## src/design/wrrs_pkg.sv

```systemverilog
`timescale 1ns / 1ps
// ----------------------------------------------------------------------------
// wrrs_pkg
// Shared types and constants of the weighted round-robin scheduler.
// ----------------------------------------------------------------------------
package wrrs_pkg;

	// field widths fixed by the interface
	localparam int READY_W  = 8;
	localparam int SLOT_IDX_W = 3;
	localparam int ACTIVE_W = 4;
	localparam int TABLE_W  = 64;
	localparam int CFG_IDX_W = 2;

	// configuration register indexes
	typedef enum logic [CFG_IDX_W-1:0] {
		REG_ACTIVE_SLOTS = 2'd0,
		REG_WEIGHT_TABLE = 2'd1
	} reg_idx_t;

	// controller states
	typedef enum logic {
		ST_IDLE,
		ST_EXEC
	} state_t;

	// commands from controller to datapath
	typedef struct packed {
		logic capture;  // latch the incoming ready mask
		logic exec;     // run the grant search and load the result
	} dp_cmd_t;

endpackage

```

## src/design/weighted_round_robin_scheduler.sv

```systemverilog
`timescale 1ns / 1ps
// ----------------------------------------------------------------------------
// weighted_round_robin_scheduler
// Grants one ready slot per tick by weighted round robin.
// ----------------------------------------------------------------------------
// Usage:
//   Input channel (in_valid/in_ready, ready_mask) carries one tick request:
//   the mask of slots that may run. Output channel (out_valid/out_ready,
//   granted, slot_index) returns one result per request: the granted slot,
//   or granted low and slot_index zero when nothing is eligible.
//   Config channel (cfg_valid/cfg_ready, cfg_index, cfg_data) is always
//   ready; index 0 sets active_slots, index 1 writes the weight table and
//   reloads all run counters. Write only while no request is in flight.
//   Each request is latched in the intake state, then the exec state runs
//   the grant search and counter update and loads the result register;
//   no new request is taken until that result is loaded.
//   The next request is taken while a result waits; if out_ready stays low
//   the block holds that request in its search state until the result
//   register drains.
//   Reset: weights, counters, active count and slot pointer clear to zero,
//   no result pending.
// ----------------------------------------------------------------------------
module weighted_round_robin_scheduler import wrrs_pkg::*; #(
	parameter int NUM_SLOTS   = 8,
	parameter int WEIGHT_BITS = 8
) (
	input  logic                  clk,
	input  logic                  arst_n,
	input  logic                  in_valid,
	output logic                  in_ready,
	input  logic [READY_W-1:0]    ready_mask,
	output logic                  out_valid,
	input  logic                  out_ready,
	output logic                  granted,
	output logic [SLOT_IDX_W-1:0] slot_index,
	input  logic                  cfg_valid,
	output logic                  cfg_ready,
	input  logic [CFG_IDX_W-1:0]  cfg_index,
	input  logic [TABLE_W-1:0]    cfg_data
);

	dp_cmd_t cmd;

	assign cfg_ready = 1'b1;

	// controller
	wrrs_ctrl u_ctrl (
		.clk       (clk),
		.arst_n    (arst_n),
		.in_valid  (in_valid),
		.in_ready  (in_ready),
		.out_valid (out_valid),
		.out_ready (out_ready),
		.cmd       (cmd)
	);

	// datapath
	wrrs_dp #(
		.NUM_SLOTS   (NUM_SLOTS),
		.WEIGHT_BITS (WEIGHT_BITS)
	) u_dp (
		.clk        (clk),
		.arst_n     (arst_n),
		.cmd        (cmd),
		.ready_mask (ready_mask),
		.cfg_we     (cfg_valid & cfg_ready),
		.cfg_index  (cfg_index),
		.cfg_data   (cfg_data),
		.granted    (granted),
		.slot_index (slot_index)
	);

endmodule

```

## src/design/wrrs_ctrl.sv

```systemverilog
`timescale 1ns / 1ps
// ----------------------------------------------------------------------------
// wrrs_ctrl
// Sequencer for request intake, grant evaluation and result handshake.
// ----------------------------------------------------------------------------
module wrrs_ctrl import wrrs_pkg::*; (
	input  logic    clk,
	input  logic    arst_n,
	input  logic    in_valid,
	output logic    in_ready,
	output logic    out_valid,
	input  logic    out_ready,
	output dp_cmd_t cmd
);

	state_t state_q;
	state_t state_d;
	logic   out_valid_q;
	logic   out_free;

	// result register can load a new result this cycle
	assign out_free = !out_valid_q || out_ready;

	// next state
	always_comb begin
		state_d = state_q;
		unique case (state_q)
			ST_IDLE: begin
				if (in_valid) state_d = ST_EXEC;
			end
			ST_EXEC: begin
				if (out_free) state_d = ST_IDLE;
			end
			default: state_d = ST_IDLE;
		endcase
	end

	// outputs
	always_comb begin
		in_ready    = 1'b0;
		cmd.capture = 1'b0;
		cmd.exec    = 1'b0;
		unique case (state_q)
			ST_IDLE: begin
				in_ready    = 1'b1;
				cmd.capture = in_valid;
			end
			ST_EXEC: begin
				cmd.exec = out_free;
			end
			default: ;
		endcase
	end

	// state and result valid
	always_ff @(posedge clk or negedge arst_n) begin
		if (!arst_n) begin
			state_q     <= ST_IDLE;
			out_valid_q <= 1'b0;
		end else begin
			state_q <= state_d;
			if (cmd.exec) out_valid_q <= 1'b1;
			else if (out_ready) out_valid_q <= 1'b0;
		end
	end

	assign out_valid = out_valid_q;

endmodule

```

## src/design/wrrs_dp.sv

```systemverilog
`timescale 1ns / 1ps
// ----------------------------------------------------------------------------
// wrrs_dp
// Config registers, run counters, slot pointer and the rotating grant search.
// ----------------------------------------------------------------------------
module wrrs_dp import wrrs_pkg::*; #(
	parameter int NUM_SLOTS   = 8,
	parameter int WEIGHT_BITS = 8
) (
	input  logic                  clk,
	input  logic                  arst_n,
	input  dp_cmd_t               cmd,
	input  logic [READY_W-1:0]    ready_mask,
	input  logic                  cfg_we,
	input  logic [CFG_IDX_W-1:0]  cfg_index,
	input  logic [TABLE_W-1:0]    cfg_data,
	output logic                  granted,
	output logic [SLOT_IDX_W-1:0] slot_index
);

	localparam int SLOT_W     = $clog2(NUM_SLOTS);
	localparam int TBL_SLOTS  = (NUM_SLOTS < 8) ? NUM_SLOTS : 8;
	localparam logic [4:0] NUM_SLOTS_5 = 5'(NUM_SLOTS);

	logic [ACTIVE_W-1:0]    active_q;
	logic [TABLE_W-1:0]     wtable_q;
	logic [READY_W-1:0]     ready_q;
	logic [SLOT_W-1:0]      cur_q;
	logic [WEIGHT_BITS-1:0] cnt_q [NUM_SLOTS];
	logic                   granted_q;
	logic [SLOT_IDX_W-1:0]  slot_q;

	logic [WEIGHT_BITS-1:0] weight [NUM_SLOTS];
	logic [4:0]             act5;
	logic [4:0]             n5;
	logic [SLOT_W-1:0]      pos;
	logic [NUM_SLOTS-1:0]   elig;
	logic [NUM_SLOTS-1:0]   nz;
	logic [NUM_SLOTS-1:0]   cand;
	logic [NUM_SLOTS-1:0]   ge_pos;
	logic [NUM_SLOTS-1:0]   lt_g;
	logic [NUM_SLOTS-1:0]   span;
	logic [NUM_SLOTS-1:0]   refill;
	logic [NUM_SLOTS-1:0]   srch;
	logic [NUM_SLOTS-1:0]   srch_hi;
	logic                   hit;
	logic [SLOT_W-1:0]      g;

	// lowest set bit of a slot mask
	function automatic logic [SLOT_W-1:0] first_set(input logic [NUM_SLOTS-1:0] m);
		logic [SLOT_W-1:0] idx;
		idx = '0;
		for (int i = NUM_SLOTS - 1; i >= 0; i--) begin
			if (m[i]) idx = SLOT_W'(i);
		end
		return idx;
	endfunction

	// per-slot weights, slots beyond the table weigh zero
	always_comb begin
		for (int i = 0; i < NUM_SLOTS; i++) weight[i] = '0;
		for (int i = 0; i < TBL_SLOTS; i++) weight[i] = wtable_q[8*i +: WEIGHT_BITS];
	end

	// active count clamp and start position
	assign act5 = {1'b0, active_q};
	assign n5   = (act5 > NUM_SLOTS_5) ? NUM_SLOTS_5 : act5;
	assign pos  = (5'(cur_q) < n5) ? cur_q : '0;

	// eligible and nonzero-counter masks
	always_comb begin
		elig   = '0;
		nz     = '0;
		ge_pos = '0;
		for (int i = 0; i < NUM_SLOTS; i++) begin
			nz[i]     = (cnt_q[i] != '0);
			ge_pos[i] = (SLOT_W'(i) >= pos);
		end
		for (int i = 0; i < TBL_SLOTS; i++) begin
			elig[i] = (5'(i) < n5) && ready_q[i] && (weight[i] != '0);
		end
	end

	// rotating search: counters with credit first, else any eligible slot
	assign cand    = elig & nz;
	assign hit     = |cand;
	assign srch    = hit ? cand : elig;
	assign srch_hi = srch & ge_pos;
	assign g       = (|srch_hi) ? first_set(srch_hi) : first_set(srch);

	// empty counters passed over before the granted slot get refilled; with no credit left, all eligible ones
	always_comb begin
		for (int i = 0; i < NUM_SLOTS; i++) lt_g[i] = (SLOT_W'(i) < g);
		span   = (g >= pos) ? (ge_pos & lt_g) : (ge_pos | lt_g);
		refill = hit ? (elig & ~nz & span) : elig;
	end

	// configuration registers
	always_ff @(posedge clk or negedge arst_n) begin
		if (!arst_n) begin
			active_q <= '0;
			wtable_q <= '0;
		end else if (cfg_we) begin
			if (cfg_index == REG_ACTIVE_SLOTS) active_q <= cfg_data[ACTIVE_W-1:0];
			if (cfg_index == REG_WEIGHT_TABLE) wtable_q <= cfg_data;
		end
	end

	// latched ready mask of the pending request
	always_ff @(posedge clk) begin
		if (cmd.capture) ready_q <= ready_mask;
	end

	// run counters and slot pointer
	always_ff @(posedge clk or negedge arst_n) begin
		if (!arst_n) begin
			cur_q <= '0;
			for (int i = 0; i < NUM_SLOTS; i++) cnt_q[i] <= '0;
		end else if (cfg_we && cfg_index == REG_WEIGHT_TABLE) begin
			// new table reloads every counter
			for (int i = 0; i < NUM_SLOTS; i++) begin
				if (i < TBL_SLOTS) cnt_q[i] <= cfg_data[8*(i%8) +: WEIGHT_BITS];
				else cnt_q[i] <= '0;
			end
		end else if (cmd.exec && (|elig)) begin
			cur_q <= g;
			for (int i = 0; i < NUM_SLOTS; i++) begin
				if (SLOT_W'(i) == g) begin
					if (hit) cnt_q[i] <= cnt_q[i] - WEIGHT_BITS'(1);
					else cnt_q[i] <= weight[i] - WEIGHT_BITS'(1);
				end else if (refill[i]) begin
					cnt_q[i] <= weight[i];
				end
			end
		end
	end

	// result register
	always_ff @(posedge clk or negedge arst_n) begin
		if (!arst_n) begin
			granted_q <= 1'b0;
			slot_q    <= '0;
		end else if (cmd.exec) begin
			granted_q <= |elig;
			slot_q    <= (|elig) ? SLOT_IDX_W'(g) : '0;
		end
	end

	assign granted    = granted_q;
	assign slot_index = slot_q;

endmodule

```

## config.mk

```make
export PLATFORM = sky130hd
export DESIGN_NAME = weighted_round_robin_scheduler
export DESIGN_NICKNAME = d
export VERILOG_FILES = /design/src/design/wrrs_pkg.sv /design/src/design/weighted_round_robin_scheduler.sv /design/src/design/wrrs_ctrl.sv /design/src/design/wrrs_dp.sv
export SDC_FILE = /design/constraint.sdc
export NUM_CORES = 1
export LEC_CHECK = 0
export ABC_AREA = 1
export BUFFER_PORTS_ARGS = -buffer_cell sky130_fd_sc_hd__buf_2
export CAP_MARGIN = 20
export CORE_MARGIN = 10
export CORE_UTILIZATION = 61
export CTS_CLUSTER_DIAMETER = 40
export CTS_CLUSTER_SIZE = 20
export DETAILED_ROUTE_END_ITERATION = 8
export PLACE_DENSITY = 0.79
export SKIP_LAST_GASP = 1
export SLEW_MARGIN = 20
export SYNTH_ARGS = -nofsm -noshare
export SYNTH_HDL_FRONTEND = slang
export SYNTH_SLANG_ARGS = --single-unit
```

## constraint.sdc

```tcl
create_clock -name clk -period 4.6 [get_ports clk]
set_clock_uncertainty 0.05 [all_clocks]
set_input_delay 0 -clock clk [delete_from_list [all_inputs] [get_ports clk]]
set_output_delay 0 -clock clk [all_outputs]
set_load 0.005 [all_outputs]
```

==> flow_metrics.env <==
export IMPL_antenna_found_initial=1
export IMPL_synth_top_area_share_pct=34.5
export IMPL_yosysTopAreaCell="dfrtp_1"
export IMPL_ys_top_cells_by_area="dfrtp_1, nand2_1, inv_1"
export IMPL_crit_type="reg -> reg"
export IMPL_cts_root_buf="clkbuf_16"
export IMPL_cts_tree="built"
export IMPL_overflow=0
export IMPL_ys_types=50
export IMPL_power_density_nw_per_um2=702
export IMPL_status="finished, final reports clean"
export IMPL_fp_dieArea_um2=22400
export IMPL_layout_setup_ws_ns=0.283
export IMPL_finalSetupViolations=0
export IMPL_seq_area_frac_synth_pct=36.8
export IMPL_via_per_inst=5.36
export IMPL_die_h_um=150
export IMPL_drive_gt1_share_pct=13.1
export IMPL_slowest_delay_ns=0.45
export IMPL_ant_nets=0
export IMPL_start_util_pct=62.0
export IMPL_synthTopCellsByCount="nand2_1, inv_1, dfrtp_1"
export IMPL_crit_path_start="u_dp.active_q[3]"
export IMPL_firstDrtPassIters=5
export IMPL_grt_pass1_vias=9731
export IMPL_crit_path_max_fanout=9
export IMPL_synth_cells=1514
export IMPL_avgRoutedWirePerCell_um=14.9
export IMPL_seq_power_share_pct=23.6
export IMPL_vias=10200
export IMPL_r2r_slack_ns=0.28
export IMPL_async_flop_share_pct=94.6
export IMPL_final_hold_viol_count=0
export IMPL_fin_nets=1758
export IMPL_fin_crit_sh_pct=93.9
export IMPL_slowest_stage="dfrtp_2"
export IMPL_cpMostUsedCell="nand2_1"
export IMPL_netSwitchingFraction_pct=49.6
export IMPL_synthesis_area_um2=10200
export IMPL_start_kind="flop"
export IMPL_dp_cells=1782
export IMPL_reg2reg_depth=29
export IMPL_p_leak_nw=6.61
export IMPL_fin_setup_tns_ns=0
export IMPL_clock_sinks=149
export IMPL_cts_buffers=17
export IMPL_die_w_um=150
export IMPL_stdcell_count=1899
export IMPL_yosysWarnings=0
export IMPL_place_ws_ns=0.216
export IMPL_power_switching_mw=4.26
export IMPL_drc_errors=0
export IMPL_drtIter0Drc=884
export IMPL_grt_max_degree=98
export IMPL_post_route_util_pct=74.1
export IMPL_slew_headroom_pct=34.3
export IMPL_synthesis_nets=1606
export IMPL_irDropWorstVdd_mv=0.409
export IMPL_fmax_ghz=0.232
export IMPL_rr_startpoint="u_dp.active_q[3]"
export IMPL_clk_pin_slew_ns=0.06
export IMPL_cp_required_ns=4.88
export IMPL_io_buffers=84
export IMPL_clockBufferDepth=2
export IMPL_gp_congestion=0.951
export IMPL_worstMarginPinSlew_ns=0.985
export IMPL_pwr_share_comb_pct=60.8
export IMPL_grt_pass1_wl_mm=47.3
export IMPL_fp_row_count=47
export IMPL_fin_crit_ns=4.32
export IMPL_synth_most_common_cell="nand2_1"
export IMPL_avgSynthCellArea_um2=6.76
export IMPL_drv_cap=0
export IMPL_p_int_mw=4.33
export IMPL_end_kind="flop"
export IMPL_synth_edf_count=8
export IMPL_cts_max_level=4
export IMPL_place_hpwl_mm=19.1
export IMPL_syn_to_final_growth_pct=19.6
export IMPL_total_power_mw=8.59
export IMPL_critical_path_arrival_ns=4.60
export IMPL_grtUsageTotal_pct=25.8
export IMPL_hold_class="in -> async"
export IMPL_ys_seq_elements=149
export IMPL_r2r_end="u_dp.cnt_q[14]"
export IMPL_clkLatencyLatePin_ns=0.44
export IMPL_num_fill_cells=1331
export IMPL_pwr_share_clk_pct=15.6
export IMPL_core_area_um2=16500
export IMPL_synthFlopType="dfrtp_1"
export IMPL_routed_wl_mm=28.4
export IMPL_num_io_pins=86
export IMPL_maxSlewViolCount=0
-- worst max path at each step --
stage                endpoint  cells past startpoint
2_1_floorplan   u_dp.cnt_q[0]                     29
3_3_place_gp   u_dp.cnt_q[14]                     29
3_5_place_dp   u_dp.cnt_q[12]                     31
4_1_cts        u_dp.cnt_q[59]                     29
5_1_grt        u_dp.cnt_q[32]                     29
6_report       u_dp.cnt_q[14]                     29
-- through the flow --
stage / hold WS (ns) / cell area [um2]
after global placement: 0.114 / 10800
after global routing: 0.235 / 12200
final: 0.165 / 12200
after floorplan: -0.346 / 10200
after detailed placement: 0.122 / 10800
after CTS: 0.219 / 12100
-- sequential cells by signal, summed over array words and instances, names as in the netlist --
register,count
u_ctrl.out_valid,1
u_ctrl.state_q,1
u_dp.active_q,4
u_dp.cnt_q,64
u_dp.cur_q,3
u_dp.granted,1
u_dp.ready_q,8
u_dp.slot_index,3
u_dp.wtable_q,64
-- area by class of cell --
class / count / area (um2) / share of cell area (%)
Clock inverter: 10 / 109 / 0.889
Sequential cell: 149 / 3770 / 30.8
Timing Repair Buffer: 178 / 1330 / 10.9
Inverter: 193 / 737 / 6.02
Tap cell: 220 / 275 / 2.25
Antenna cell: 1 / 2.50 / 0.0204
Clock buffer: 21 / 440 / 3.60
Multi-Input combinational cell: 1127 / 5570 / 45.5
-- logic make-up after synthesis --
kind of cell / count (synthesis) / share of synthesized area (%)
other: 1 / 0.0366
multiplexers: 3 / 0.293
AO/OA/AOI/OAI: 185 / 9.99
buffers and inverters: 238 / 9.28
flip-flops: 149 / 36.8
adder cells (fa/ha/maj): 13 / 1.59
AND/OR/NAND/NOR: 880 / 38.2
XOR/XNOR: 45 / 3.85
-- power by group through the flow --
stage | logic [mW] | registers [mW] | clock network [mW]
2_1_floorplan | 3.88 | 1.95 | 0
4_1_cts | 5.02 | 2.01 | 1.35
6_report | 5.22 | 2.02 | 1.34
3_3_place_gp | 4.82 | 2.02 | 0
5_1_grt | 5.88 | 2.06 | 1.41
3_5_place_dp | 4.91 | 2.02 | 0
-- what timing repair did --
action	CTS	global route
resized for setup	0	15
endpoints found under the setup margin	0	64
setup buffers	0	6
hold buffers	79	0
endpoints found under the hold margin	238	0
-- critical path: cells and delay by family (launching register included) --
family / cells / cell delay (ns)
simple gates: 17 / 1.78
compound gates: 5 / 0.89
flops: 1 / 0.45
buf+inv: 5 / 0.45
fa+ha+maj: 2 / 0.59
-- per-layer routing --
| layer | share of wire [%] | GRT usage [%] |
|---|---|---|
| met5 | 0 | 0 |
| met3 | 6.7 | 5.34 |
| met4 | 1.5 | 7.07 |
| met2 | 48 | 41.7 |
| met1 | 44 | 34.3 |
-- cell usage in the layout (no fill, tap or decap), types with 3 or more instances in the layout --
master,instances
inv_2,15
o21bai_1,5
inv_4,5
nand2_2,20
xnor2_1,19
o21ai_1,20
clkbuf_1,4
nand2_1,525
nor2_4,5
ha_1,13
nor2_8,4
nand3_1,129
inv_1,173
buf_4,14
nor2_1,123
nor2_2,8
nand3_2,10
buf_2,83
a21oi_1,22
edfxtp_1,8
o21ai_0,117
clkinv_2,5
nand2_4,9
clkbuf_16,17
dlygate4sd3_1,79
nand4_1,13
xor2_1,26
dfrtp_1,140
mux2i_1,3
nand3b_1,20
Power figures use the tool's default switching activity.
